**src/rtl/core/assert_macros.svh**
```systemverilog
// assertion macros shared by the cipher rtl
// no dependencies; included by files that carry concurrent assertions
`ifndef ASSERT_MACROS_SVH
`define ASSERT_MACROS_SVH

// property checked on every rising edge outside reset
`define CC_ASSERT(lbl, clk, rst_n, prop, msg) \
    lbl: assert property (@(posedge clk) disable iff (!rst_n) (prop)) else $error(msg);

// consequent required in the cycle after the antecedent
`define CC_ASSERT_NEXT(lbl, clk, rst_n, ante, cons, msg) \
    lbl: assert property (@(posedge clk) disable iff (!rst_n) (ante) |=> (cons)) else $error(msg);

`endif

```
**src/rtl/core/cc20_pkg.sv**
```systemverilog
// shared types, constants and functions of the chacha20 stream cipher
// no dependencies; used by every module of the block
package cc20_pkg;

    localparam int DoubleRounds = 10;
    // four arx steps per column round and four per diagonal round
    localparam int StepCount    = 8 * DoubleRounds;
    localparam int StepW        = $clog2(StepCount);
    localparam logic [StepW-1:0] StepLast = StepW'(StepCount - 1);

    localparam int QueueDepth = 4;
    localparam int QueuePtrW  = $clog2(QueueDepth);

    localparam logic [31:0] Sigma0 = 32'h61707865;
    localparam logic [31:0] Sigma1 = 32'h3320646e;
    localparam logic [31:0] Sigma2 = 32'h79622d32;
    localparam logic [31:0] Sigma3 = 32'h6b206574;

    typedef enum logic [2:0] {
        CFG_KEY0       = 3'd0,
        CFG_KEY1       = 3'd1,
        CFG_KEY2       = 3'd2,
        CFG_KEY3       = 3'd3,
        CFG_NONCE_LOW  = 3'd4,
        CFG_NONCE_HIGH = 3'd5,
        CFG_START_CTR  = 3'd6
    } t_cfg_idx;

    typedef logic [15:0][31:0] t_block;

    typedef struct packed {
        logic [3:0][63:0] key;
        logic [63:0]      nonce_low;
        logic [31:0]      nonce_high;
    } t_cipher_cfg;

    typedef struct packed {
        logic [7:0] data;
        logic       eom;
    } t_item;

    typedef struct packed {
        logic        start;
        logic [31:0] counter;
    } t_gen_req;

    typedef struct packed {
        logic busy;
        logic done;
    } t_core_status;

    function automatic t_block load_words(t_cipher_cfg cfg, logic [31:0] ctr);
        t_block w;
        w[0] = Sigma0;
        w[1] = Sigma1;
        w[2] = Sigma2;
        w[3] = Sigma3;
        for (int k = 0; k < 4; k++) begin
            w[4 + 2*k]     = cfg.key[k][31:0];
            w[4 + 2*k + 1] = cfg.key[k][63:32];
        end
        w[12] = ctr;
        w[13] = cfg.nonce_low[31:0];
        w[14] = cfg.nonce_low[63:32];
        w[15] = cfg.nonce_high;
        return w;
    endfunction

    // word index of a quarter-round operand; diagonal rounds shift lanes by row
    function automatic logic [3:0] lane_idx(logic [1:0] row, logic [1:0] lane,
                                            logic diag);
        return {row, 2'(lane + (diag ? row : 2'd0))};
    endfunction

    function automatic logic [31:0] rotl_step(logic [31:0] v, logic [1:0] sub);
        logic [31:0] r;
        unique case (sub)
            2'd0: r = {v[15:0], v[31:16]};
            2'd1: r = {v[19:0], v[31:20]};
            2'd2: r = {v[23:0], v[31:24]};
            2'd3: r = {v[24:0], v[31:25]};
            default: r = v;
        endcase
        return r;
    endfunction

endpackage

```
**src/rtl/core/cc20_back.sv**
```systemverilog
// back end: message tracking, block requests, xor and output register
// depends on cc20_pkg and assert_macros.svh
`include "assert_macros.svh"

module cc20_back (
    input  logic                   i_clk,
    input  logic                   i_rst_n,
    input  logic [31:0]            i_start_counter,
    input  cc20_pkg::t_item        i_head,
    input  logic                   i_empty,
    output logic                   o_pop,
    output cc20_pkg::t_gen_req     o_req,
    input  cc20_pkg::t_core_status i_st,
    input  cc20_pkg::t_block       i_block,
    output logic                   o_out_valid,
    input  logic                   i_out_ready,
    output logic [7:0]             o_out_byte,
    output logic                   o_out_last
);

    typedef enum logic {
        BS_FETCH,
        BS_GEN
    } t_back_state;

    t_back_state r_state;
    logic [5:0]  r_pos;
    logic [31:0] r_ctr;
    logic        r_mid;
    logic        r_fresh;
    logic        r_out_valid;
    logic [7:0]  r_out_byte;
    logic        r_out_last;

    logic [5:0]  pos_eff;
    logic [31:0] ctr_eff;
    logic [5:0]  n_pos;
    logic        need_blk;
    logic        slot_free;
    logic        gen_start;
    logic        pop;
    logic [31:0] ks_word;
    logic [7:0]  ks_byte;

    // a new message starts from the configured counter at position zero
    assign pos_eff   = r_mid ? r_pos : '0;
    assign ctr_eff   = r_mid ? r_ctr : i_start_counter;
    assign n_pos     = pos_eff + 6'd1;
    assign need_blk  = (pos_eff == '0) && !r_fresh;
    assign slot_free = !r_out_valid || i_out_ready;
    assign gen_start = (r_state == BS_FETCH) && !i_empty && need_blk;
    assign pop       = (r_state == BS_FETCH) && !i_empty && !need_blk && slot_free;
    assign ks_word   = i_block[pos_eff[5:2]];
    assign ks_byte   = ks_word[{pos_eff[1:0], 3'b000} +: 8];

    assign o_pop         = pop;
    assign o_req.start   = gen_start;
    assign o_req.counter = ctr_eff;
    assign o_out_valid   = r_out_valid;
    assign o_out_byte    = r_out_byte;
    assign o_out_last    = r_out_last;

    always_ff @(posedge i_clk) begin
        if (!i_rst_n) begin
            r_state     <= BS_FETCH;
            r_pos       <= '0;
            r_ctr       <= '0;
            r_mid       <= 1'b0;
            r_fresh     <= 1'b0;
            r_out_valid <= 1'b0;
            r_out_byte  <= '0;
            r_out_last  <= 1'b0;
        end else begin
            unique case (r_state)
                BS_FETCH: begin
                    if (gen_start) begin
                        r_mid   <= 1'b1;
                        r_ctr   <= ctr_eff;
                        r_pos   <= '0;
                        r_state <= BS_GEN;
                    end
                end
                BS_GEN: begin
                    if (i_st.done) begin
                        r_fresh <= 1'b1;
                        r_state <= BS_FETCH;
                    end
                end
                default: r_state <= BS_FETCH;
            endcase

            if (pop) begin
                r_out_valid <= 1'b1;
                r_out_byte  <= i_head.data ^ ks_byte;
                r_out_last  <= i_head.eom;
                r_fresh     <= 1'b0;
                if (i_head.eom) begin
                    r_pos <= '0;
                    r_mid <= 1'b0;
                end else begin
                    r_pos <= n_pos;
                    r_ctr <= (n_pos == '0) ? ctr_eff + 32'd1 : ctr_eff;
                end
            end else if (i_out_ready) begin
                r_out_valid <= 1'b0;
            end
        end
    end

    `CC_ASSERT(a_start_core_idle, i_clk, i_rst_n, !(gen_start && i_st.busy), "block request while generator busy")
    `CC_ASSERT_NEXT(a_pop_fills_out, i_clk, i_rst_n, pop, r_out_valid, "consumed transaction left no result")
    `CC_ASSERT(a_fresh_at_start, i_clk, i_rst_n, !r_fresh || (r_pos == '0 && r_mid), "fresh block away from block start")
    `CC_ASSERT_NEXT(a_done_marks_fresh, i_clk, i_rst_n, i_st.done, r_fresh, "finished block not marked fresh")

endmodule

```
**config.mk**
```make
export PLATFORM = sky130hd
export DESIGN_NAME = cc20_back
export DESIGN_NICKNAME = d
export VERILOG_FILES = /design/src/rtl/core/cc20_pkg.sv /design/src/rtl/core/cc20_back.sv
export VERILOG_INCLUDE_DIRS = /design/src /design/src/rtl/core
export SDC_FILE = /design/constraint.sdc
export NUM_CORES = 1
export LEC_CHECK = 0
export ABC_AREA = 1
export BUFFER_PORTS_ARGS = -buffer_cell sky130_fd_sc_hd__buf_2
export CAP_MARGIN = 20
export CORE_AREA = 2 2 232 234
export DETAILED_ROUTE_END_ITERATION = 10
export DIE_AREA = 0 0 234 236
export SKIP_LAST_GASP = 1
export SLEW_MARGIN = 5
export SYNTH_ARGS = -nofsm -noshare
export SYNTH_HDL_FRONTEND = slang
export SYNTH_SLANG_ARGS = --single-unit
```
**constraint.sdc**
```tcl
create_clock -name i_clk -period 2.7 [get_ports i_clk]
set_input_delay 0.54 -clock i_clk [delete_from_list [all_inputs] [get_ports i_clk]]
set_output_delay 0.54 -clock i_clk [all_outputs]
set_load 0.05 [all_outputs]
```
### Word-level counts from Yosys, hierarchy flattened

Index checks and enable logic that the tools add are counted.

* register bits after elaboration: 51
* logic and storage cells: 55

* mux-type cells: 22
* shift operators: 1
* $add $sub $neg: 2
* reduce and logical (&&, ||, !) cells: 17
* bitwise gates (word level): 3
* eq/ne operators: 1
* magnitude comparators: 1

Operators with widths (count)
* $mux 32: 7
* $bmux 32 s4: 1
* $add 32x1->32 const B: 1
* $shiftx 32x6->8: 1
* $mux 6: 5
* $logic_not 6->1: 2
* $mux 1: 8
* $xor 8x8->8: 1
* $add 6x1->6 const B: 1
* $logic_and 1x1->1: 5
* $lt 4x5->1 const B: 1
* $logic_not 1->1: 4
* $reduce_and 2->1: 2
* $reduce_bool 2->1: 2
* $ne 2x2->1 const B: 1
* $not 1->1: 2
* $pmux 1 s2: 1
* $reduce_or 2->1: 1
* $logic_or 1x1->1: 1

### Longest topological paths before layout

Gate-level depths: netlist of run 1.

* depth in word-level cells: 8
* mapped depth: 18

### Least setup slack after synthesis of run 1

OpenSTA, ideal clock, no wires.

* path kind: reg2reg
* start: reg r_mid
* end: reg r_ctr[14]
* library setup time: 109 ps
* data required time: 2591 ps
* cell stages (with the launch flop): 16
* data arrival time: 2494 ps
* path buffers: 1
* setup slack: 97 ps
* clock period less this slack: 2603 ps
* path through: dfxtp_1 inv_2 buf_4 o21ai_2 ha_1 nand2_1 nor2_2 nand2_1 nor2_2 inv_1 nor2_4 nand3_1 a21oi_1 o21ai_1 nand2_1 inv_1

RTL lines
* start, declared: line cc20_back.sv:29 `logic r_mid;`
* start signal, assigned: line cc20_back.sv:68 `r_mid <= 1'b0;`
* start signal, assigned: line cc20_back.sv:77 `r_mid <= 1'b1;`
* start signal, assigned: line cc20_back.sv:99 `r_mid <= 1'b0;`
* end signal, assigned: line cc20_back.sv:78 `r_ctr <= ctr_eff;`
* end signal, assigned: line cc20_back.sv:102 `r_ctr <= (n_pos == '0) ? ctr_eff + 32'd1 : ctr_eff;`
* end, declared: line cc20_back.sv:28 `logic [31:0] r_ctr;`

==> impl_metrics.py, run 1 <==
metrics = {
    "clock_tree": {
        "cts_htree_levels": 2,
        "cts_tree": "yes",
        "cts_inserted_buffers": 5,
        "clock_path_buffers": 2,
        "clock_sinks": 51,
        "root_buffer": "clkbuf_16",
        "clk_pin_slew_ns": 0.07,
        "ctsHoldBuffers": 0,
        "insertion_delay_ns": 0.30,
    },
    "setup_path": {
        "r2r_start": "r_mid",
        "cpPeakStageDelay_ns": 0.45,
        "critPathBufInv": 5,
        "cp_cell_sequence": "buf_4 > inv_2 > buf_4 > or2_2 > o21ai_0 > inv_1 > buf_2",
        "startpoint_type": "flop",
        "crit_type": "flop to output pin",
        "slowest_stage": "dfxtp_4",
        "crit_fanout": 11,
        "critPathTopFamily": "buffers and inverters",
        "cpMostUsedCell": "buf_4",
        "worstSetupStartpoint": "r_mid",
        "crit_required_ns": 2.16,
        "endpoint_kind": "output pin",
        "critPathArrivalTime_ns": 2.02,
    },
    "sta": {
        "finalSetupTns_ns": 0,
        "whs_ns": 0.4957,
        "drv_slew": 0,
        "fmax_mhz": 390.6,
        "rsz0062_at_grt": "no",
        "period_share_pct": 94.81,
        "tightest_slew_ns": 0.5413,
        "min_period_ns": 2.560,
        "fin_skew_ns": 0.006970,
        "relSlewSlack_pct": 63.64,
        "setup_viol": 0,
        "hold_violations": 0,
    },
    "yosys": {
        "ys_seq_area_share_pct": 11.51,
        "mappedNetlistArea_mm2": 0.008869,
        "synth.distinct_cells": 39,
        "yosys_warnings": 0,
        "synth_flop_cell": "dfxtp_1",
        "postSynthAreaPerCell_um2": 4.857,
        "syn-num-nets": 2387,
        "synth_seq_cells": 51,
        "async_flop_share_pct": 0,
        "syn_inst": 1826,
        "synth-edff-count": 0,
    },
    "die": {
        "start_util_pct": 16.71,
        "die_y_um": 236,
        "core_region_area_mm2": 0.05307,
        "num_rows": 85,
        "die_area_mm2": 0.05522,
        "ios": 603,
        "fp.dieW_um": 234,
    },
    "grt": {
        "first_global_vias": 13280,
        "grt_usage_pct": 20.32,
        "grt_max_degree": 74,
        "antenna_found_initial": 26,
        "grt_pass1_wl_mm": 82.99,
        "overflow": 0,
    },
    "place": {
        "placed_cell_area_mm2": 0.01301,
        "gp_congestion": 0.9614,
        "post-dp-hpwl_mm": 48.78,
        "port_buffers": 601,
    },
    "detailed_routing": {
        "via_count": 14200,
        "wl_per_cell_um": 19.16,
        "drtPass1Iterations": 5,
        "drc": 0,
        "drt-total-wl_mm": 59.49,
        "vias_per_cell": 4.575,
        "ant_nets": 0,
        "drtIter0Drc": 1054,
    },
    "min_path": {
        "hp-class": "flop to flop",
        "min_from": "o_out_last",
    },
    "cells_and_area": {
        "drive_above_1_share_pct": 31.73,
        "final_area_mm2": 0.01324,
        "nets": 2955,
        "areaGrowthSynthToFinish_pct": 49.31,
    },
    "flow_run": {
        "maxCapViolCount": 0,
    },
    "power_and_ir_drop": {
        "p_leak_nw": 7.098,
        "peakVddDrop_mv": 0.2661,
        "p_per_area_mw_per_mm2": 235.1,
        "power.total_mw": 3.114,
    },
    "outcome": {
        "status": "completed",
    },
}
[worst paths after layout]
check	cells past startpoint	slack, ns	to
setup / recovery	7	0.14	o_req[28]
hold / removal	2	0.50	o_out_last
setup reg to reg	12	0.25	o_out_byte[5]
hold reg to reg	2	0.50	o_out_last
[cell usage after synthesis, drive strengths merged (2+ instances only)]
cell,instances,area share [%]
nand3,449,26
nor3,17,1.1
nor2,71,3.8
nor4,2,0.14
nand4,8,0.71
xor2,3,0.30
dfxtp,51,12
clkinv,2,0.085
ha,2,0.28
a32o,2,0.23
a21oi,66,3.7
nand2,808,35
buf,89,5.0
inv,120,5.1
o211ai,8,0.68
or2,10,0.71
clkbuf,38,1.6
o21ai,73,4.3
[layer usage]
metal | global-route usage (%) | share of wire (%) | vias to the layer above
met5 | 0 | 0.079 | -
met4 | 6.195 | 3.0 | 8
met1 | 25.13 | 41 | 6386
met3 | 3.155 | 7.8 | 96
met2 | 35.76 | 49 | 634
li1 | - | - | 7076
[logic make-up after synthesis]
logic type	synth area share [%]
fa+ha+maj	0.2821
simple gates	66.52
compound gates	9.608
buf+inv	11.78
xor+xnor	0.2963
flops	11.51
[final cells by class]
cell class / count / area (um2)
clock buffer: 7 / 142.6
inverter: 122 / 462.9
tap: 696 / 870.8
multi-input combinational: 1526 / 6832
fill: 6331 / 39830
clock inverter: 1 / 8.758
timing repair buffer: 688 / 3864
antenna: 13 / 32.53
sequential: 51 / 1028
[worst min-delay path, cell delays in order, from the launching register on]
cell and delay (ns):
dfxtp_1 0.31, nor2_1 0.09, nor2_1 0.05
[sequential cells by signal, summed over array words and instances (netlist names)]
name and cells:
o_out_byte 8, o_out_valid 1, r_pos 6, r_mid 1, o_out_last 1, r_fresh 1, r_ctr 32, r_state 1
[layout by cell type (no fill, tap or decap), types with 2 or more instances in the layout]
cell type and instances:
nand2_1 795, buf_2 600, nand3_1 446, inv_1 106
buf_4 72, a21oi_1 66, nor2_1 59, dfxtp_1 49
o21ai_0 44, o21ai_1 24, buf_12 16, nor3_1 14
diode_2 13, inv_2 11, nand2_2 11, or2_2 10
o211ai_1 8, nand4_1 6, nor2_2 6, o21ai_2 5
clkbuf_16 5, nor2_4 4, xor2_1 3, clkinv_1 3
nand3_2 3, nor3_2 3, a32o_1 2, nor4_1 2
inv_4 2, nor2_8 2, nand4_2 2, ha_1 2
dfxtp_4 2
[power breakdown]
| part | internal (mW) | total (mW) | switching [mW] |
|---|---|---|---|
| Clock | 0.373 | 0.694 | 0.321 |
| Sequential | 0.807 | 0.837 | 0.0305 |
| Combinational | 0.640 | 1.58 | 0.942 |
| Total | 1.82 | 3.11 | 1.29 |
[repair_timing]
action,in CTS,in global routing
endpoints found under the setup margin,1,21
buffers inserted,0,6
gates resized for setup,2,2
pin swaps,0,1
[metrics by stage]
stage          util, %  setup slack [ns]  cells
6_report         24.95            0.1401   3104
5_1_grt          24.95           0.01326   3104
4_1_cts          24.80           0.02353   3085
2_1_floorplan        -           0.09697   1826
3_5_place_dp     24.51            0.1598   3077
3_3_place_gp     24.51            0.1782   3077
Note: power is estimated with default switching activity, not from simulation.
==> run 2, diff against run 1 <==
ABC_AREA = unset   (was 1)
==> run 2 against run 1 <==
  * Critical path depth unchanged
  * Worst hold slack got worse by 0.0051 ns
  * Global-route usage shrank 0.84 points
  * Highest routed layer unchanged
  * Critical path type unchanged
  * Largest cell class unchanged
  * Largest power group unchanged
==> impl_metrics.py, run 2 <==
metrics = {
    "outcome": {
        "status": "completed",
    },
    "yosys": {
        "synth_most_common_cell": "mux2i_1",
        "syn-num-nets": 1652,
        "ys_top_cells_by_count": "mux2i_1 (156), nand2_1 (101), a211oi_1 (59), clkbuf_1 (57), a21oi_1 (56)",
        "mappedNetlistArea_mm2": 0.008173,
        "synth_top_area_cell": "mux2i_1",
        "synth_area_leaders": "mux2i_1 (19%), dfxtp_1 (12%), a211oi_1 (5.4%)",
        "synth.top_cell.area_share_pct": 19.11,
        "ys_seq_area_share_pct": 12.49,
        "synth-edff-count": 0,
        "syn_inst": 1091,
        "synth.distinct_cells": 74,
        "async_flop_share_pct": 0,
        "synth_flop_cell": "dfxtp_1",
        "yosys_warnings": 0,
        "synth_seq_cells": 51,
        "postSynthAreaPerCell_um2": 7.491,
    },
    "clock_tree": {
        "clock_sinks": 51,
        "root_buffer": "clkbuf_16",
        "insertion_delay_ns": 0.32,
        "cts_htree_levels": 2,
        "clk_pin_slew_ns": 0.09,
        "ctsHoldBuffers": 0,
        "cts_tree": "yes",
        "clock_path_buffers": 2,
        "cts_inserted_buffers": 5,
    },
    "sta": {
        "period_share_pct": 99.79,
        "fin_skew_ns": 0.02276,
        "relSlewSlack_pct": 44.08,
        "fmax_mhz": 371.2,
        "finalSetupTns_ns": 0,
        "rsz0062_at_grt": "yes",
        "drv_slew": 0,
        "setup_viol": 0,
        "min_period_ns": 2.694,
        "whs_ns": 0.4906,
        "hold_violations": 0,
        "tightest_slew_ns": 0.8389,
    },
    "setup_path": {
        "r2r_setup_slack_ns": 0.06,
        "crit_required_ns": 2.16,
        "crit_type": "flop to output pin",
        "endpoint_kind": "output pin",
        "critPathArrivalTime_ns": 2.15,
        "startpoint_type": "flop",
        "crit_fanout": 23,
    },
    "grt": {
        "grt_pass1_wl_mm": 78.36,
        "use_met2_pct": 33.53,
        "gr-usage-met1_pct": 24.40,
        "first_global_vias": 11570,
        "antenna_found_initial": 17,
        "use_met3_pct": 3.119,
        "overflow": 0,
        "grt_max_degree": 52,
        "grt_usage_pct": 19.48,
        "grt.busiest_layer": "met2",
    },
    "detailed_routing": {
        "vias_per_cell": 4.876,
        "drtPass1Iterations": 5,
        "ant_nets": 0,
        "via_count": 12050,
        "drt-total-wl_mm": 57.61,
        "drtIter0Drc": 763,
        "wl_per_cell_um": 23.31,
        "drc": 0,
    },
    "cells_and_area": {
        "layout_common_cells": "buf_2 (599), buf_4 (161), mux2i_1 (154)",
        "largest_reg_flops": 32,
        "stdcell_count": 2471,
        "final_area_mm2": 0.01352,
        "final_util_pct": 25.48,
        "nets": 2322,
        "drive_above_1_share_pct": 49.83,
        "regMostFlops": "r_ctr",
        "fillers": 5947,
        "areaGrowthSynthToFinish_pct": 65.43,
        "final_common_cell": "buf_2",
    },
    "power_and_ir_drop": {
        "combPwrFrac_pct": 48.3,
        "p_clk_share_pct": 24.2,
        "power.switching_mw": 1.229,
        "p_leak_nw": 5.747,
        "swShare_pct": 40.62,
        "internal-power_mw": 1.797,
        "seqPwrFrac_pct": 27.5,
        "p_per_area_mw_per_mm2": 223.8,
        "peakVddDrop_mv": 0.2273,
    },
    "min_path": {
        "hp-class": "flop to flop",
    },
    "die": {
        "core_region_area_mm2": 0.05307,
        "ios": 603,
        "die_area_mm2": 0.05522,
        "num_rows": 85,
        "start_util_pct": 15.40,
        "die_y_um": 236,
        "fp.dieW_um": 234,
    },
    "place": {
        "post-dp-hpwl_mm": 48.76,
        "gp_congestion": 0.8988,
        "placed_cell_area_mm2": 0.01304,
        "numPlacedInstances": 2439,
        "port_buffers": 601,
    },
    "flow_run": {
        "maxCapViolCount": 0,
    },
}
-- run 2: worst paths after layout --
| path | from | to | cells after the start |
|---|---|---|---|
| setup / recovery | r_mid | o_pop | 7 |
| hold / removal | r_ctr[5] | r_ctr[5] | 2 |
| setup reg to reg | r_pos[2] | o_out_byte[1] | 9 |
| hold reg to reg | r_ctr[5] | r_ctr[5] | 2 |
-- run 2: area by class of cell --
cell class / instances / area, um2 / area share (%)
Sequential cell: 51 / 1033 / 7.644
Antenna cell: 13 / 32.53 / 0.2406
Inverter: 26 / 97.59 / 0.7218
Tap cell: 696 / 870.8 / 6.441
Clock inverter: 3 / 26.28 / 0.1943
Timing Repair Buffer: 778 / 4586 / 33.92
Multi-Input combinational cell: 899 / 6749 / 49.92
Clock buffer: 5 / 125.1 / 0.9254
-- run 2: logic make-up after synthesis --
family,after synthesis,share of synthesized area (%)
DFF,51,12.49
xor gates and xnor gates,6,0.6430
AOI/OAI and AO/OA,384,34.22
adders and majority gates,2,0.3061
and+or+nand+nor,322,21.13
muxes,185,23.38
buffers and inverters,141,7.838
-- run 2: power by group through the flow --
stage	clock, mW	combinational [mW]	sequential (mW)
after floorplan	0	0.691	0.854
after global placement	0	1.42	0.850
final	0.731	1.46	0.834
after detailed placement	0	1.42	0.851
after global routing	0.781	1.57	0.839
after CTS	0.764	1.43	0.832
-- run 2: per-stage QoR --
stage,total power [mW],setup slack (ns)
floorplan,1.545,-0.3174
global placement,2.270,-0.1953
detailed placement,2.270,-0.1631
CTS,3.030,-0.005006
global route,3.191,-0.06544
finish,3.026,0.005718
-- run 2: critical path, cell delays in order (launching register included) --
cell     delay, ns
dfxtp_4       0.46
buf_12        0.20
nand2_8       0.14
and4b_2       0.32
buf_4         0.18
nor2_2        0.18
buf_12        0.14
buf_4         0.19
-- run 2: repair_timing --
item | CTS | global route
setup endpoints to repair | 9 | 25
setup buffers | 5 | 5
gates cloned | 0 | 1
pin swaps | 1 | 10
gates resized for setup | 11 | 29
-- run 2: routing by layer --
metal	wire, um	part of all wire (%)	up-vias
met2	27860	48	581
met1	23510	41	5719
met3	4428	7.7	71
met4	1756	3.0	8
met5	57	0.099	-
li1	-	-	5670
==> run 3, diff against run 2 <==
CORE_AREA = 2 2 236 238   (was 2 2 232 234)
CTS_BUF_LIST = sky130_fd_sc_hd__clkbuf_4 sky130_fd_sc_hd__clkbuf_8   (was unset)
DIE_AREA = 0 0 238 240   (was 0 0 234 236)
==> run 3 against run 2 <==
  * Final cell count is 0.36% higher
  * Sequential share of layout area hardly changed
  * Wire length is 5.4% higher
  * Register-to-register slack worse by 0.03 ns
  * Largest cell class unchanged
  * Global-route usage is 0.25 points higher
  * Clock-buffer cell count stayed put
  * Clock skew is 0.0018 ns higher
  * Worst hold slack worse by 0.0032 ns
  * Design area is 0.54% lower
  * Die area is 3.4% higher
==> impl_metrics.py, run 3 (same netlist as run 2, synthesis figures left out) <==
metrics = {
    "flow_run": {
        "maxCapViolCount": 0,
    },
    "detailed_routing": {
        "ant_nets": 0,
        "drtPass1Iterations": 5,
        "wl_per_cell_um": 24.49,
        "drt-total-wl_mm": 60.74,
        "drc": 0,
        "top_layer": "met5",
        "wl_met2_mm": 29.09,
        "routedLengthMet1_mm": 24.85,
        "drtIter0Drc": 795,
        "via_count": 12060,
        "vias_per_cell": 4.861,
        "route.met3.wl_mm": 4.657,
    },
    "die": {
        "core_region_area_mm2": 0.05466,
        "die_area_mm2": 0.05712,
        "start_util_pct": 14.95,
        "ios": 603,
        "fp.dieW_um": 238,
        "die_y_um": 240,
        "num_rows": 86,
    },
    "clock_tree": {
        "clock_sinks": 51,
        "cts_htree_levels": 2,
        "insertion_delay_ns": 0.35,
        "cts_inserted_buffers": 5,
        "root_buffer": "clkbuf_8",
        "cts_tree": "yes",
        "clock_path_buffers": 2,
        "clk_pin_slew_ns": 0.13,
        "ctsHoldBuffers": 0,
    },
    "sta": {
        "hold_violations": 0,
        "period_share_pct": 98.81,
        "setup_viol": 0,
        "min_period_ns": 2.668,
        "fin_skew_ns": 0.02458,
        "relSlewSlack_pct": 34.45,
        "drv_slew": 0,
        "tightest_slew_ns": 0.9832,
        "finalSetupTns_ns": 0,
        "fmax_mhz": 374.8,
        "whs_ns": 0.4874,
        "rsz0062_at_grt": "yes",
    },
    "power_and_ir_drop": {
        "p_per_area_mw_per_mm2": 212.9,
        "p_leak_nw": 5.713,
        "peakVddDrop_mv": 0.2223,
    },
    "outcome": {
        "status": "completed",
    },
    "place": {
        "gp_congestion": 0.8791,
        "port_buffers": 601,
        "placed_cell_area_mm2": 0.01296,
        "post-dp-hpwl_mm": 51.19,
    },
    "cells_and_area": {
        "drive_above_1_share_pct": 49.66,
        "final_area_mm2": 0.01345,
        "regMostFlops": "r_ctr",
        "seqCellArea_mm2": 0.001032,
        "final_common_cell": "buf_2",
        "multi_input_area_mm2": 0.006738,
        "areaGrowthSynthToFinish_pct": 64.54,
        "nets": 2318,
        "largest_reg_flops": 32,
        "fillers": 6150,
        "layout_common_cells": "buf_2 (599), mux2i_1 (155), buf_4 (151)",
    },
    "setup_path": {
        "crit_required_ns": 2.96,
        "crit_type": "flop to flop",
        "endpoint_kind": "flop",
        "crit_fanout": 7,
        "critPathArrivalTime_ns": 2.93,
        "startpoint_type": "flop",
    },
    "grt": {
        "first_global_vias": 11570,
        "overflow": 0,
        "grt_usage_pct": 19.73,
        "grt_max_degree": 48,
        "antenna_found_initial": 27,
        "grt_pass1_wl_mm": 81.04,
    },
    "min_path": {
        "hp-class": "flop to flop",
    },
}
run 3: cell count changes in the layout (fill, tap and decap cells not counted), sizes merged:
cell / previous run / this run
diode: 13 / 18
buf: 777 / 773
clkinv: 2 / 3
inv: 27 / 26
run 3: power breakdown:
| part | switching (mW) | total, mW | internal (mW) |
|---|---|---|---|
| Sequential | 0.0354 | 0.833 | 0.798 |
| Combinational | 0.830 | 1.49 | 0.658 |
| Clock | 0.348 | 0.542 | 0.194 |
| Total | 1.21 | 2.86 | 1.65 |
run 3: metal layers:
metal,up-vias,global-route usage (%)
li1,5669,-
met1,5684,24.44
met2,592,34.21
met3,90,3.904
met4,20,6.402
met5,-,0
run 3: critical path, stage by stage, from the launching register on:
cell and delay (ns):
dfxtp_4 0.41, nand2_2 0.09, inv_2 0.04, ha_2 0.20
or3_1 0.33, a21oi_2 0.15, and4_4 0.25, buf_4 0.14
nand3_4 0.06, or4_4 0.48, or3_1 0.32, a31oi_1 0.12
run 3: repair_timing:
action                                  CTS  global route
endpoints found under the setup margin    9            23
buffers inserted                          6            10
pin swaps                                 2            11
cloned                                    1             1
gates resized for setup                  13            37
run 3: cell type report:
| class | count | area share [%] |
|---|---|---|
| timing repair buffer | 774 | 33.87 |
| clock inverter | 3 | 0.2140 |
| tap | 704 | 6.550 |
| sequential | 51 | 7.676 |
| antenna | 18 | 0.3349 |
| clock buffer | 5 | 0.5117 |
| inverter | 26 | 0.7443 |
| multi-input combinational | 899 | 50.10 |
run 3: through the flow:
stage	instances	util, %	setup WS (ns)	power [mW]
6_report	2480	24.60	0.03200	2.863
5_1_grt	2474	24.57	-0.09817	3.018
3_3_place_gp	2438	23.72	-0.1066	2.284
4_1_cts	2453	24.17	-0.05030	2.873
3_5_place_dp	2438	23.72	-0.08170	2.289
2_1_floorplan	1091	-	-0.3174	1.545
run 3: worst paths after layout:
| check | from | slack [ns] | cells after the start | end |
|---|---|---|---|---|
| min reg2reg | r_ctr[18] | 0.49 | 2 | r_ctr[18] |
| max | r_mid | 0.03 | 11 | r_ctr[12] |
| max reg2reg | r_mid | 0.03 | 11 | r_ctr[12] |
| min | r_ctr[18] | 0.49 | 2 | r_ctr[18] |
