===== src/rtl/core/assert_macros.svh =====
// assertion macros shared by the cipher rtl
// no dependencies; included by files that carry concurrent assertions
`ifndef ASSERT_MACROS_SVH
`define ASSERT_MACROS_SVH

// property checked on every rising edge outside reset
`define CC_ASSERT(lbl, clk, rst_n, prop, msg) \
    lbl: assert property (@(posedge clk) disable iff (!rst_n) (prop)) else $error(msg);

// consequent required in the cycle after the antecedent
`define CC_ASSERT_NEXT(lbl, clk, rst_n, ante, cons, msg) \
    lbl: assert property (@(posedge clk) disable iff (!rst_n) (ante) |=> (cons)) else $error(msg);

`endif


===== src/rtl/core/cc20_pkg.sv =====
// shared types, constants and functions of the chacha20 stream cipher
// no dependencies; used by every module of the block
package cc20_pkg;

    localparam int DoubleRounds = 10;
    // four arx steps per column round and four per diagonal round
    localparam int StepCount    = 8 * DoubleRounds;
    localparam int StepW        = $clog2(StepCount);
    localparam logic [StepW-1:0] StepLast = StepW'(StepCount - 1);

    localparam int QueueDepth = 4;
    localparam int QueuePtrW  = $clog2(QueueDepth);

    localparam logic [31:0] Sigma0 = 32'h61707865;
    localparam logic [31:0] Sigma1 = 32'h3320646e;
    localparam logic [31:0] Sigma2 = 32'h79622d32;
    localparam logic [31:0] Sigma3 = 32'h6b206574;

    typedef enum logic [2:0] {
        CFG_KEY0       = 3'd0,
        CFG_KEY1       = 3'd1,
        CFG_KEY2       = 3'd2,
        CFG_KEY3       = 3'd3,
        CFG_NONCE_LOW  = 3'd4,
        CFG_NONCE_HIGH = 3'd5,
        CFG_START_CTR  = 3'd6
    } t_cfg_idx;

    typedef logic [15:0][31:0] t_block;

    typedef struct packed {
        logic [3:0][63:0] key;
        logic [63:0]      nonce_low;
        logic [31:0]      nonce_high;
    } t_cipher_cfg;

    typedef struct packed {
        logic [7:0] data;
        logic       eom;
    } t_item;

    typedef struct packed {
        logic        start;
        logic [31:0] counter;
    } t_gen_req;

    typedef struct packed {
        logic busy;
        logic done;
    } t_core_status;

    function automatic t_block load_words(t_cipher_cfg cfg, logic [31:0] ctr);
        t_block w;
        w[0] = Sigma0;
        w[1] = Sigma1;
        w[2] = Sigma2;
        w[3] = Sigma3;
        for (int k = 0; k < 4; k++) begin
            w[4 + 2*k]     = cfg.key[k][31:0];
            w[4 + 2*k + 1] = cfg.key[k][63:32];
        end
        w[12] = ctr;
        w[13] = cfg.nonce_low[31:0];
        w[14] = cfg.nonce_low[63:32];
        w[15] = cfg.nonce_high;
        return w;
    endfunction

    // word index of a quarter-round operand; diagonal rounds shift lanes by row
    function automatic logic [3:0] lane_idx(logic [1:0] row, logic [1:0] lane,
                                            logic diag);
        return {row, 2'(lane + (diag ? row : 2'd0))};
    endfunction

    function automatic logic [31:0] rotl_step(logic [31:0] v, logic [1:0] sub);
        logic [31:0] r;
        unique case (sub)
            2'd0: r = {v[15:0], v[31:16]};
            2'd1: r = {v[19:0], v[31:20]};
            2'd2: r = {v[23:0], v[31:24]};
            2'd3: r = {v[24:0], v[31:25]};
            default: r = v;
        endcase
        return r;
    endfunction

endpackage


===== src/rtl/core/cc20_queue.sv =====
// front end: small queue of accepted byte transactions with their end mark
// depends on cc20_pkg
module cc20_queue (
    input  logic           i_clk,
    input  logic           i_rst_n,
    input  logic           i_valid,
    output logic           o_ready,
    input  cc20_pkg::t_item i_item,
    output cc20_pkg::t_item o_head,
    output logic           o_empty,
    input  logic           i_pop
);

    cc20_pkg::t_item r_mem [cc20_pkg::QueueDepth];
    logic [cc20_pkg::QueuePtrW-1:0] r_wr;
    logic [cc20_pkg::QueuePtrW-1:0] r_rd;
    logic [cc20_pkg::QueuePtrW:0]   r_count;
    logic push;
    logic pop;

    assign o_ready = (r_count != (cc20_pkg::QueuePtrW+1)'(cc20_pkg::QueueDepth));
    assign o_empty = (r_count == '0);
    assign o_head  = r_mem[r_rd];
    assign push    = i_valid && o_ready;
    assign pop     = i_pop && !o_empty;

    always_ff @(posedge i_clk) begin
        if (push) begin
            r_mem[r_wr] <= i_item;
        end
    end

    always_ff @(posedge i_clk) begin
        if (!i_rst_n) begin
            r_wr    <= '0;
            r_rd    <= '0;
            r_count <= '0;
        end else begin
            if (push) begin
                r_wr <= r_wr + 1'b1;
            end
            if (pop) begin
                r_rd <= r_rd + 1'b1;
            end
            unique case ({push, pop})
                2'b10:   r_count <= r_count + 1'b1;
                2'b01:   r_count <= r_count - 1'b1;
                default: r_count <= r_count;
            endcase
        end
    end

endmodule


===== config.mk =====
export PLATFORM = sky130hd
export DESIGN_NAME = cc20_queue
export DESIGN_NICKNAME = d
export VERILOG_FILES = /design/src/rtl/core/assert_macros.svh /design/src/rtl/core/cc20_pkg.sv /design/src/rtl/core/cc20_queue.sv
export SDC_FILE = /design/constraint.sdc
export NUM_CORES = 1
export LEC_CHECK = 0
export BUFFER_PORTS_ARGS = -buffer_cell sky130_fd_sc_hd__buf_2
export CORE_MARGIN = 2
export CORE_UTILIZATION = 45
export DETAILED_ROUTE_END_ITERATION = 10
export GPL_TIMING_DRIVEN = 0
export PLACE_DENSITY = 0.68
export RECOVER_POWER = 100
export SLEW_MARGIN = 25
export SYNTH_ARGS = -nofsm -noshare
export SYNTH_HDL_FRONTEND = slang
export SYNTH_SLANG_ARGS = --single-unit

===== constraint.sdc =====
create_clock -name i_clk -period 1.8 [get_ports i_clk]
set_input_delay 0.27 -clock i_clk [delete_from_list [all_inputs] [get_ports i_clk]]
set_output_delay 0.27 -clock i_clk [all_outputs]
set_load 0.03 [all_outputs]

# After elaboration in Yosys (flattened, before gate mapping)
# Memory sizes are Yosys's and may differ from the RTL's. A register that Yosys moved wholly into a read port is not among the register bits.
# Index checks and enable logic that the tools add are counted.
# word_totals
out_inout_bits	11
ff_bits	7
elab_cells	21
mem_count	1
in_bits	13
mem_bits_rw	36
# memory_table
memory	words	width	rd	rd_clocked_by_memory_dff	write_ports	line	source
r_mem	4	9	1	1	1	cc20_queue.sv:14	cc20_pkg::t_item r_mem [cc20_pkg::QueueDepth];
# classes
n_reduce_logical	5
mux	5
eq_ne	3
add_sub_neg	4
# op_table
cell	count
one-hot mux 3 bit (2 select lines)	1
adder 2 x 1 -> 2 bit, second input constant	2
2-to-1 mux 2 bit	2
adder 3 x 1 -> 3 bit, second input constant	1
zero test 3 bit	1
inequality test 3 bit, second input constant	1
subtractor 3 x 1 -> 3 bit, second input constant	1
equality test 2 x 1 -> 1 bit, second input constant	1
equality test 2 bit, second input constant	1
logical AND 1 bit	2
2-to-1 mux 1 bit	2
nonzero test 2 bit	1
zero test 1 bit	1

# Depth between registers and ports, before layout
# Gate-level depths: netlist (run 1).
# logic_depth
depth_word	5
ltp_mapped	9
mapped_depth_nobuf	9

# Worst setup path after synthesis (run 1)
# No wires, ideal clock.
# synth_timing
kind	register to register
startpoint	register r_count[1] in the netlist's numbering
endpoint	register r_count[2] in the netlist's numbering
path_stages_with_launch	9
setup_time_ns	0.076
slack_ns	-0.232
arrival_ns	1.957
cell_sequence	dfxtp_1 > nor3_2 > nor2b_1 > ha_1 > inv_1 > fa_1 > xor2_1 > or3_1 > a21boi_0
# synth_via
elab_chain_len	5
word_cells_on_any_way	11
classes_between	2 x add/sub; 3 x eq/ne; 1 x mux; 5 x reduce/logical
# synth_rtl
item	line	source
from (decl)	cc20_queue.sv:17	logic [cc20_pkg::QueuePtrW:0] r_count;
from (signal assigned)	cc20_queue.sv:46	2'b10: r_count <= r_count + 1'b1;
from (signal assigned)	cc20_queue.sv:47	2'b01: r_count <= r_count - 1'b1;
from (signal assigned)	cc20_queue.sv:48	default: r_count <= r_count;
zero test 3 bit (*)	cc20_queue.sv:22	assign o_empty = (r_count == '0);
named net o_empty	cc20_queue.sv:10	output logic o_empty,
zero test 1 bit (*)	cc20_queue.sv:25	assign pop = i_pop && !o_empty;
logical AND 1 bit (*)	cc20_queue.sv:25	
named net pop	cc20_queue.sv:19	logic pop;
equality test 2 x 1 -> 1 bit / equality test 2 bit (equally long branches)	cc20_queue.sv:45	unique case ({push, pop})
one-hot mux 3 bit (2 select lines) / nonzero test 2 bit (equally long branches)	--	
# The timed path passes the listed nets; every way through them passes the cells marked *.
# A chain may end at the register's enable or synchronous reset.

# Final worst setup path (run 1)
# layout_timing
startpoint	register r_count[0] in the netlist's numbering
endpoint	register r_count[2] in the netlist's numbering
# layout_via
elab_chain_len	5
word_cells_on_any_way	11
classes_between	2 x add/sub; 3 x eq/ne; 1 x mux; 5 x reduce/logical
# layout_rtl
item	line
zero test 3 bit	cc20_queue.sv:22
zero test 1 bit	cc20_queue.sv:25
logical AND 1 bit	cc20_queue.sv:25
equality test 2 x 1 -> 1 bit / equality test 2 bit (equally long branches)	cc20_queue.sv:45
one-hot mux 3 bit (2 select lines) / nonzero test 2 bit (equally long branches)	--
# Parallel ways exist; a longest one is shown, timed or not.

==> flow_results.org, run 1 <==
** Drt
- Total detailed-routing wirelength :: 2670 µm
- The detailed router finished its first iteration with 43 violations.
- Via-to-Cell Ratio :: 5.03
- DRC violation count after routing :: 0
- Total iterations of the first detailed-routing run :: 3
- Routed Antenna Nets :: 0
- In the final routed layout, each cell accounts on average for 14.8 µm.
- Vias post-DR :: 906

** Cells and area
- The top cell types in the final layout, fill and taps aside, are sky130_fd_sc_hd__edfxtp_1 (36), sky130_fd_sc_hd__clkbuf_1 (10), sky130_fd_sc_hd__mux4_2 (9), sky130_fd_sc_hd__buf_2 (9), sky130_fd_sc_hd__nand2_1 (8).
- At the end of the flow, the number of nets in the layout was 151.
- Area growth from synthesis to layout :: 21.3%
- The library cell used most frequently in the layout, excluding fill and tap cells, is sky130_fd_sc_hd__edfxtp_1.
- The repair_antennas step left the layout with diodes totalling 0.
- Of the cells placed in the final design, the portion with a size suffix greater than 1 is 34.8%.
- For this run, the share of the core covered by cells in the final layout is 57.7%.

** Logic synthesis
- In the post-synthesis netlist, the biggest area contributors are sky130_fd_sc_hd__edfxtp_1 (61%), sky130_fd_sc_hd__mux4_2 (11%), sky130_fd_sc_hd__dfxtp_1 (10%), sky130_fd_sc_hd__ha_1 (3.5%), sky130_fd_sc_hd__and2_1 (2.1%).
- Synthesis produced a netlist with a net count of 120.
- Dividing the synthesized area by the synthesized cell count gives 17.6 µm².
- Unique cell type count in the Yosys netlist :: 22
- After synthesis, flip-flops and latches occupy 70.8% of the total area.
- Synthesis-stage register bit count :: 45
- Post-synth top area cell :: sky130_fd_sc_hd__edfxtp_1
- Summed over its instances, the top area cell type makes up 60.7% of the synthesized netlist area.
- Post-synthesis cell count :: 101
- During synthesis, Yosys emitted a total of 0 warnings.
- Netlist area before placement :: 1780 µm²

** STA
- Setup total negative slack on the finished layout was measured at 0 ns.
- The clock arrives with 0.00654 ns of skew.
- Setup slack closes at 0.00183 ns.
- Final Slew Violations :: 0
- Maximum clock frequency :: 0.556 GHz
- Pin slew with the least headroom to its limit :: 0.477 ns
- The clock period could shrink to 1.80 ns.
- In this run the tightest slew margin relative to its limit is 68.2%.
- Setup violations remaining at the end of the flow were counted as 0.
- The final number of hold-violating endpoints is 0.
- Setup repair after global routing could not meet its margin everywhere.
- Post-route clock period utilization :: 99.9%

** Setup path
- Broken down by cell family, the worst path's largest delay share belongs to adder cells.
- CP Max Fanout :: 4
- STA puts the critical path data arrival time at 2.02 ns.
- Required time of the worst setup path :: 2.02 ns
- Among the stages of the critical path, the cell type that occurs most often is sky130_fd_sc_hd__inv_2.
- CP Capture Type :: register
- The slowest stage of the critical path belongs to the cell sky130_fd_sc_hd__dfxtp_4.
- Type of the worst setup path :: reg -> reg
- On the worst path, the slowest cell contributes a delay of 0.37 ns.
- Critical path cell sequence :: nor2_4 > a21boi_4 > inv_2 > ha_4 > inv_2 > fa_2 > xor2_1 > or3_1 > a21boi_1
- Critical path launch point type :: register
- The critical path contains buffers and inverters numbering 2 combined.
- Worst setup path startpoint :: r_count[0]
- The startpoint identified for the worst register-to-register timing path is r_count[0].

** GRT
- Gr ovfl total :: 0
- The first global-routing pass estimated 4310 µm of wire.
- Gr usage total :: 14.1%
- Pin count of the biggest net entering global routing :: 14
- The initial antenna violation count came to 0.
- Vias in the first global route :: 938

** Hold path
- Min-Delay Startpoint :: i_item[5]
- Worst min-delay path class :: in -> reg

** Placement
- Port Buffers :: 22
- Placer congestion estimate :: 0.638
- Minimum setup slack after placement :: -0.150 ns
- Post-DP HPWL :: 1810 µm

** Pwr
- IR analysis of the VDD net gives a maximum drop of 0.647 mV.
- Power density relative to cell area :: 1480 nW/µm²
- The analysis attributes to cell leakage a power of 0.740 nW.

** Floorplan
- 24 I/O pins were placed.
- The die is 66.9 µm tall.
- The initial utilization of the core area, before any placement, comes to 47.6%.
- Core Footprint :: 3740 µm²
- X dimension of the die :: 66.9 µm
- Die Area :: 4480 µm²
- The floorplan has 22 rows.

** Clocking
- CTS HTree Levels :: 2
- Number of clock sinks :: 45
- In this run, CTS created clock tree buffers numbering 5.
- In this run the deepest clock path goes through 2 buffers.
- Worst skew pair latency :: 0.29 ns
- TritonCTS clock tree :: done
- CTS clock-pin slew for the worst setup and hold paths :: 0.08 ns
- Root Buffer :: sky130_fd_sc_hd__clkbuf_8

** Status
- Status :: complete, no violations

** Run
- # Max-Cap Violations :: 0
==> kinds of logic after synthesis <==
group | Yosys count | share of synthesized area (%)
buf+inv | 9 | 1.97
xor+xnor | 2 | 0.983
fa+ha+maj | 6 | 4.63
flops | 45 | 70.8
compound gates | 8 | 2.88
simple gates | 20 | 6.25
mux | 11 | 12.5
==> final cells by class <==
type	instances	area, µm²
tap	48	60.1
sequential	45	1280
multi-input combinational	47	529
inverter	6	22.5
buffer	2	18.8
clock inverter	2	35.0
clock buffer	5	68.8
timing repair buffer	25	149
fill	306	1580
==> cell usage after synthesis <==
cell,count
sky130_fd_sc_hd__edfxtp_1,36
sky130_fd_sc_hd__dfxtp_1,9
sky130_fd_sc_hd__mux4_2,9
sky130_fd_sc_hd__nand2_1,8
sky130_fd_sc_hd__and2_1,6
sky130_fd_sc_hd__inv_1,6
sky130_fd_sc_hd__ha_1,5
sky130_fd_sc_hd__o21ai_0,5
sky130_fd_sc_hd__clkbuf_1,2
sky130_fd_sc_hd__mux2i_1,2
sky130_fd_sc_hd__or3_1,2
sky130_fd_sc_hd__a21boi_0,1
sky130_fd_sc_hd__a21boi_1,1
sky130_fd_sc_hd__a21boi_2,1
sky130_fd_sc_hd__buf_2,1
sky130_fd_sc_hd__fa_1,1
sky130_fd_sc_hd__nand4bb_1,1
sky130_fd_sc_hd__nor2_1,1
sky130_fd_sc_hd__nor2b_1,1
sky130_fd_sc_hd__nor3_2,1
sky130_fd_sc_hd__xnor2_1,1
sky130_fd_sc_hd__xor2_1,1
==> stage by stage <==
step | total power, mW | std cells | area, µm² | hold WS (ns)
6_report | 3.20 | 180 | 2160 | 0.238
5_1_grt | 3.38 | 180 | 2160 | 0.245
4_1_cts | 3.14 | 179 | 2130 | 0.189
3_5_place_dp | 2.34 | 171 | 1980 | 0.492
3_3_place_gp | 2.31 | 171 | 1980 | 0.466
2_1_floorplan | 2.11 | 101 | 1810 | 0.369
==> state kept, by name (all words and copies together), names as in the netlist, named ones only <==
| name | cells |
|---|---|
| r_mem | 36 |
| r_rd | 2 |
| r_count | 3 |
| r_wr | 2 |
==> layer usage <==
metal  up-vias  share of wire, %  global-route usage (%)
met3         7               4.3                    4.05
met5         -                 0                       0
met1       440                42                    16.3
met4         0               2.1                    6.89
li1        438                 -                       -
met2        21                52                    23.8
==> timing repair <==
action	CTS	global route
hold buffers	0	0
buffers inserted	2	0
gates resized for setup	9	10
pin swaps	5	1
cloned	0	1
endpoints found under the setup margin	11	10
==> worst paths after layout <==
| kind | end | slack (ns) | cells after the start |
|---|---|---|---|
| worst max-delay path | r_count[2] | 0.002 | 9 |
| worst min-delay path | r_mem[3][5] | 0.24 | 1 |
| worst max register to register | r_count[2] | 0.002 | 9 |
| worst min register to register | r_wr[0] | 0.50 | 2 |
==> report_power, final <==
part           internal (mW)  total (mW)  switching, mW
clock                  0.403       0.705          0.303
combinational          0.502        1.08          0.580
sequential              1.29        1.41          0.115
No activity file was read; power rests on OpenSTA's default activity.
==> run 2, diff against run 1 <==
CELL_PAD_IN_SITES_DETAIL_PLACEMENT = 1   (was default)
CELL_PAD_IN_SITES_GLOBAL_PLACEMENT = 1   (was default)
CORE_UTILIZATION = 42   (was 45)
PLACE_DENSITY = 0.74   (was 0.68)
==> flow_results.org, run 2 (synthesis results as in run 1) <==
** Drt
- The number of routed nets with antenna violations is 0 (unchanged).
- Vias post-DR :: 941 (was 906)
- Total iterations of the first detailed-routing run :: 4 (was 3)
- The average routed wire per standard cell came to 17.0 µm (was 14.8 µm).
- The DRC violations left was 0 (unchanged).
- Via-to-Cell Ratio :: 5.01 (was 5.03)
- Total detailed-routing wirelength :: 3190 µm (was 2670 µm)
- The number of DRC markers in iteration 0 was 39 (was 43).

** Status
- Status: finished with violations (was complete, no violations).
- Failing checks :: negative setup slack

** Cells and area
- The number of nets in the final layout is 156 (was 151).
- Filler Cell Count :: 402 (was 306)
- The share of cells above drive strength 1 is 37.0% (was 34.8%).
- The footprint of the multi-input gates is 518 µm² (was 529 µm²).
- Diode count :: 0 (unchanged)
- The summed area of non-filler cells in the final layout is 2190 µm² (was 2160 µm²).
- Registers with the most flip-flops :: r_mem x36, r_count x3 (unchanged)
- The utilization after layout is 54.4% (was 57.7%).
- Commonest non-fill, non-tap cell in the layout :: sky130_fd_sc_hd__edfxtp_1 (unchanged)
- Most frequent cells in the layout :: sky130_fd_sc_hd__edfxtp_1 (36), sky130_fd_sc_hd__clkbuf_1 (10), sky130_fd_sc_hd__mux4_2 (9) (was sky130_fd_sc_hd__edfxtp_1 (36), sky130_fd_sc_hd__clkbuf_1 (10), sky130_fd_sc_hd__mux4_2 (9), sky130_fd_sc_hd__buf_2 (9), sky130_fd_sc_hd__nand2_1 (8))
- Largest register FFs :: 36 (unchanged)
- Area growth from synthesis to layout :: 23.1% (was 21.3%)
- The most flop-heavy register is r_mem (unchanged).
- The register area is 1270 µm² (was 1280 µm²).

** GRT
- Pin count of the biggest net entering global routing :: 15 (was 14)
- Global-route wire length before repair :: 5310 µm (was 4310 µm)
- Initial antenna violation count :: 0 (unchanged)
- Gr usage total :: 14.8% (was 14.1%)
- The residual overflow from global routing is 0 (unchanged).
- Vias in the first global route :: 1037 (was 938)

** Setup path
- Required time of the worst setup path :: 2.02 ns (about the same)
- The stage delay of the slowest cell on the critical path was 0.37 ns (about the same).
- The kind of start point of the critical path was a register (unchanged).
- The maximum fanout along the worst path is 3 (was 4).
- The slowest stage cell on the critical path was sky130_fd_sc_hd__dfxtp_4 (unchanged).
- Type of the worst setup path :: reg -> reg (unchanged)
- Number of cell instances on the worst register-to-register path :: 9 (unchanged)
- Critical path cell sequence :: nor2_4 > a21boi_4 > inv_1 > ha_2 > inv_2 > fa_2 > xor2_1 > or3_1 > a21boi_2 (was nor2_4 > a21boi_4 > inv_2 > ha_4 > inv_2 > fa_2 > xor2_1 > or3_1 > a21boi_1)
- The critical path endpoint category is a register (unchanged).
- Arrival time at the worst endpoint :: 2.09 ns (was 2.02 ns)

** Floorplan
- The number of standard-cell rows in the floorplan came to 23 (was 22).
- The initial cell density of the core came to 44.2% (was 47.6%).
- The area of the die came to 4780 µm² (was 4480 µm²).
- The die boundary height was 69.1 µm (was 66.9 µm).
- X dimension of the die :: 69.1 µm (was 66.9 µm)
- The core area was 4030 µm² (was 3740 µm²).
- Top-level port count :: 24 (unchanged)

** Hold path
- The cell count of the worst hold path is 1 (unchanged).
- Worst min-delay path class :: in -> reg (unchanged)

** Pwr
- The cell-internal power came to 2.25 mW (was 2.20 mW).
- The leakage power of the design came to 0.758 nW (was 0.740 nW).
- The clock share of power came to 22.3% (was 22.1%).
- Combinational cell fraction of total power :: 35.1% (was 33.8%)
- The largest voltage drop on the vdd net is 0.795 mV (was 0.647 mV).
- Power density relative to cell area :: 1500 nW/µm² (was 1480 nW/µm²)
- Sequential share of power :: 42.6% (was 44.1%)
- Switching power of the nets :: 1.04 mW (was 0.998 mW)
- The proportion of total power due to net switching is 31.6% (was 31.2%).

** Clocking
- Number of clock sinks :: 45 (unchanged)
- Clock buffers created by TritonCTS :: 5 (unchanged)
- The cts-stage hold buffer count was 0 (unchanged).
- The buffer type at the clock tree root was sky130_fd_sc_hd__clkbuf_8 (unchanged).
- Maximum buffer depth of the clock tree :: 2 (unchanged)
- The clock latency reported for the late side of the worst-skew pair came to 0.29 ns (about the same).
- The TritonCTS clock tree was done (unchanged).
- CTS HTree Levels :: 2 (unchanged)
- CTS clock-pin slew for the worst setup and hold paths :: 0.09 ns (was 0.08 ns)

** STA
- The slew at the pin with the worst max-slew slack came to 0.506 ns (was 0.477 ns).
- The tightest slew margin relative to the limit is 66.3% (was 68.2%).
- Setup ws final :: -0.0692 ns (was 0.00183 ns)
- Maximum clock frequency :: 0.535 GHz (was 0.556 GHz)
- The setup violation total in the final timing report is 1 (was 0).
- Final worst clock skew :: 0.00904 ns (was 0.00654 ns)
- Unrepaired setup endpoints after global routing: yes (unchanged).
- The final number of hold-violating endpoints is 0 (unchanged).
- Post-route clock period utilization :: 104% (was 99.9%)
- The number of pins with negative max-slew slack in the final report came to 0 (unchanged).
- The minimum clock period after layout was 1.87 ns (was 1.80 ns).

** Placement
- The placed wire-length estimate after detailed placement came to 2220 µm (was 1810 µm).
- Port Buffers :: 22 (unchanged)
- The post-placement cell area is 1980 µm² (about the same).
- The final weighted congestion of routability-driven global placement is 0.770 (was 0.638).

** Run
- # Max-Cap Violations :: 0 (unchanged)
run 2: worst paths after layout:
path	startpoint	end	slack, ns
setup reg to reg	r_count[1]	r_count[2]	-0.07
hold reg to reg	r_rd[0]	register	0.51
hold / removal	i_item[0]	r_mem[3][0]	0.24
setup / recovery	r_count[1]	r_count[2]	-0.07
run 2: area by class of cell:
cell class	instances	share of cell area [%]
clock buffer	5	3.14
tap	50	2.85
buffer	2	0.685
clock inverter	3	1.88
inverter	6	1.03
timing repair buffer	30	8.67
multi-input combinational	47	23.6
sequential	45	58.1
run 2: critical path: cells and delay by family, from the launching register on:
| kind | cells | cell delay, ns |
|---|---|---|
| xor+xnor | 1 | 0.15 |
| simple gates | 2 | 0.46 |
| compound gates | 2 | 0.19 |
| buf+inv | 2 | 0.11 |
| flops | 1 | 0.37 |
| fa+ha+maj | 2 | 0.52 |
run 2: through the flow:
step / hold WS (ns) / cells / setup WS, ns / TNS (ns) / power, mW
after floorplan: 0.369 / 101 / -0.0532 / -0.0882 / 2.11
after global placement: 0.471 / 173 / -0.108 / -0.108 / 2.32
after detailed placement: 0.487 / 173 / -0.155 / -0.155 / 2.36
after CTS: 0.181 / 185 / -0.0637 / -0.0637 / 3.21
after global routing: 0.258 / 188 / -0.172 / -0.190 / 3.48
final: 0.242 / 188 / -0.0692 / -0.0692 / 3.30
run 2: layer usage:
layer	wire length, µm	part of all wire [%]	global-route usage, %	up-vias
met2	1770	56	25.9	16
met4	28	0.88	6.10	0
met1	1290	40	17.0	473
met3	102	3.2	4.24	4
li1	-	-	-	448
met5	0	0	0	-
run 2: timing repair:
item,4_1_cts,5_1_grt
setup endpoints to repair,11,9
setup buffers,4,3
hold endpoints to repair,0,0
pin swaps,4,2
cloned,1,0
resized for setup,7,17
run 2: power by group through the flow:
stage | Combinational [mW] | Clock [mW] | Sequential, mW
finish | 1.16 | 0.736 | 1.40
CTS | 1.05 | 0.757 | 1.41
floorplan | 0.739 | 0 | 1.37
global placement | 0.938 | 0 | 1.38
global route | 1.27 | 0.795 | 1.42
detailed placement | 0.962 | 0 | 1.40
==> run 3, diff against run 2 <==
CORE_UTILIZATION = 45   (was 42)
PLACE_DENSITY = 0.75   (was 0.74)
clock period = 2 ns   (was 1.8 ns; I/O delays follow)
==> flow_results.org, run 3 (synthesis results as in run 1) <==
** Pwr
- Leakage Power :: 0.719 nW (was 0.758 nW)
- Worst voltage drop across the vdd grid :: 0.675 mV (was 0.795 mV)
- The power density over cell area was 1300 nW/µm² (was 1500 nW/µm²).

** STA
- Setup Total Neg Slack :: 0 ns (was -0.0692 ns)
- In the finished design, the share of the clock period the worst path needs comes to 94.7%.
- Final worst clock skew :: 0.00593 ns (was 0.00904 ns)
- Slew HR :: 67.9% (was 66.3%)
- The number of pins with negative max-slew slack in the final report came to 0 (unchanged).
- Count of final setup violators :: 0 (was 1)
- The final number of hold-violating endpoints came to 0 (unchanged).
- Unrepaired setup endpoints after global routing: no (was yes).
- Pin slew with the least headroom to its limit :: 0.482 ns (was 0.506 ns)
- Maximum clock frequency :: 0.528 GHz
- Min Clock Period, post-route :: 1.89 ns

** Setup path
- The required time of the worst setup path is 1.70 ns (was 2.02 ns).
- The type of the worst setup path was reg -> out (was reg -> reg).
- The depth of the worst register-to-register path came to 8 (was 9).
- Arrival time at the worst endpoint :: 1.59 ns (was 2.09 ns)
- The kind of cell adding the most delay to the critical path is multiplexers (was adder cells).
- CP Max Fanout :: 9 (was 3)
- The slowest stage cell on the critical path was sky130_fd_sc_hd__mux4_2 (was sky130_fd_sc_hd__dfxtp_4).
- Critical path cell sequence :: clkbuf_4 > mux4_2 > clkbuf_2 (was nor2_4 > a21boi_4 > inv_1 > ha_2 > inv_2 > fa_2 > xor2_1 > or3_1 > a21boi_2)
- CP Capture Type :: primary output (was register)
- Stages on worst setup path :: 3 (was 9)
- Crit path largest cell delay :: 0.54 ns (was 0.37 ns)
- The internal reg-to-reg setup slack was 0.13 ns (was -0.07 ns).
- Critical path buffers and inverters :: 2 (unchanged)
- The kind of start point of the critical path was a register (unchanged).

** Clocking
- Root Buffer :: sky130_fd_sc_hd__clkbuf_8 (unchanged)
- The clock latency reported for the late side of the worst-skew pair is 0.29 ns (about the same).
- The maximum level of the CTS H-tree came to 2 (unchanged).
- TritonCTS clock tree :: done (unchanged)
- Number of clock sinks :: 45 (unchanged)
- Clock buffers created by TritonCTS :: 5 (unchanged)
- The cts-stage hold buffer count is 0 (unchanged).
- The CTS clock-pin slew for the worst setup and hold paths came to 0.08 ns (was 0.09 ns).
- The deepest clock path buffer count came to 2 (unchanged).

** Status
- Status: complete, no violations (was finished with violations).

** Floorplan
- The die width came to 66.9 µm (was 69.1 µm).
- The core area was 3740 µm² (was 4030 µm²).
- The area of the die is 4480 µm² (was 4780 µm²).
- Top-level port count :: 24 (unchanged)
- The initial cell density of the core came to 47.6% (was 44.2%).
- Die span in y :: 66.9 µm (was 69.1 µm)
- Row cnt :: 22 (was 23)

** Cells and area
- The fill cell total of the finished layout was 387 (was 402).
- Layout cell share with drive strength beyond 1 :: 30.9% (was 37.0%)
- The flip-flop count of the largest register, all copies and words added was 36 (unchanged).
- The number of cells in the finished layout apart from fillers came to 184 (was 188).
- Area growth from synthesis to layout :: 17.3% (was 23.1%)
- Registers with the most flip-flops: r_mem x36, r_count x3 (unchanged).
- Most frequent cells in the layout: sky130_fd_sc_hd__edfxtp_1 (36), sky130_fd_sc_hd__clkbuf_1 (13), sky130_fd_sc_hd__mux4_2 (9), sky130_fd_sc_hd__clkbuf_2 (9), sky130_fd_sc_hd__nand2_1 (8) (was sky130_fd_sc_hd__edfxtp_1 (36), sky130_fd_sc_hd__clkbuf_1 (10), sky130_fd_sc_hd__mux4_2 (9)).
- The most flop-heavy register is r_mem (unchanged).
- End-of-flow core utilization :: 55.8% (was 54.4%)
- The number of antenna diodes was 0 (unchanged).
- Total area of multi-input combinational cells :: 503 µm² (was 518 µm²)
- Commonest non-fill, non-tap cell in the layout :: sky130_fd_sc_hd__edfxtp_1 (unchanged)
- Post-layout net count :: 154 (was 156)
- Seq. cell area :: 1270 µm² (about the same)

** Run
- # Max-Cap Violations :: 0 (unchanged)

** Placement
- Placer congestion estimate :: 0.660 (was 0.770)
- Post-DP HPWL :: 2180 µm (was 2220 µm)
- Port Buffers :: 22 (unchanged)
- The cell count after placement came to 171 (was 173).

** GRT
- Initial antenna violation count :: 0 (unchanged)
- Global-route wire length before repair :: 5120 µm (was 5310 µm)
- The overall fraction of global-route tracks in use came to 16.3% (was 14.8%).
- The pin count of the biggest net entering global routing is 14 (was 15).
- Gr ovfl total :: 0 (unchanged)
- The via count of the first global-routing pass is 1011 (was 1037).

** Hold path
- Worst min-delay path class :: in -> reg (unchanged)
- The cell count of the worst hold path is 1 (unchanged).

** Drt
- The average routed wire per standard cell is 16.8 µm (was 17.0 µm).
- Total detailed-routing wirelength :: 3100 µm (was 3190 µm)
- Routed Antenna Nets :: 0 (unchanged)
- The ratio of routed vias to standard cells is 5.11 (was 5.01).
- The DRC violations left was 0 (unchanged).
- Violation count after the first detailed-route iteration :: 57 (was 39)
- The number of iterations in the first detailed-routing pass is 4 (unchanged).
- The detailed-route via count is 940 (was 941).
[run 3: cell count changes in the layout (fill, tap and decap cells not counted), moves of 2 or more]
cell	before	now
sky130_fd_sc_hd__buf_2	8	3
sky130_fd_sc_hd__buf_4	8	5
sky130_fd_sc_hd__clkbuf_2	0	9
sky130_fd_sc_hd__clkinv_2	0	2
sky130_fd_sc_hd__dfxtp_2	2	0
sky130_fd_sc_hd__clkbuf_1	10	13
sky130_fd_sc_hd__dfxtp_1	4	6
sky130_fd_sc_hd__a21boi_1	0	2
sky130_fd_sc_hd__buf_6	6	0
[run 3: final timing paths]
path / startpoint / end
setup reg to reg: r_count[0] / r_count[2]
setup / recovery: register / o_head[3]
hold reg to reg: r_wr[1] / r_wr[1]
hold / removal: i_item[4] / r_mem[1][4]
[run 3: final cells by class]
type,count,area share [%]
buffer,2,0.539
clock buffer,6,3.47
clock inverter,2,0.479
inverter,6,1.08
multi-input combinational,47,24.1
sequential,45,60.9
tap,48,2.87
timing repair buffer,28,6.64
[run 3: worst register-to-register path: stages (launching register included)]
cell,delay (ns)
sky130_fd_sc_hd__dfxtp_4,0.39
sky130_fd_sc_hd__nor3_4,0.06
sky130_fd_sc_hd__nor2b_2,0.16
sky130_fd_sc_hd__ha_2,0.20
sky130_fd_sc_hd__inv_1,0.05
sky130_fd_sc_hd__fa_2,0.33
sky130_fd_sc_hd__xor2_1,0.16
sky130_fd_sc_hd__or3_1,0.31
sky130_fd_sc_hd__a21boi_1,0.13
[run 3: timing repair]
action                     in CTS  in global routing
gates resized for setup         9                  5
buffers inserted                2                  4
cloned                          0                  0
pin swaps                       1                  4
setup endpoints to repair       2                 10
[run 3: through the flow]
step                hold WS [ns]  worst slack [ns]  power [mW]  instance area, µm²
floorplan                  0.399            0.0693        1.86                1790
global placement           0.468           0.00995        2.04                1960
detailed placement         0.492            -0.138        2.09                1960
CTS                        0.216           0.00145        2.69                2080
global route               0.279            0.0222        2.86                2090
finish                     0.266             0.106        2.72                2090
[run 3: where the power goes]
part / switching [mW] / internal, mW
logic: 0.537 / 0.404
registers: 0.0947 / 1.16
clock network: 0.284 / 0.242
total: 0.916 / 1.80
[run 3: routing by layer]
| metal | up-vias | wire [µm] | track usage [%] |
|---|---|---|---|
| met5 | - | 0 | 0 |
| met3 | 4 | 126 | 3.55 |
| met4 | 0 | 34 | 7.14 |
| met1 | 465 | 1230 | 19.5 |
| li1 | 445 | - | - |
| met2 | 26 | 1710 | 28.2 |
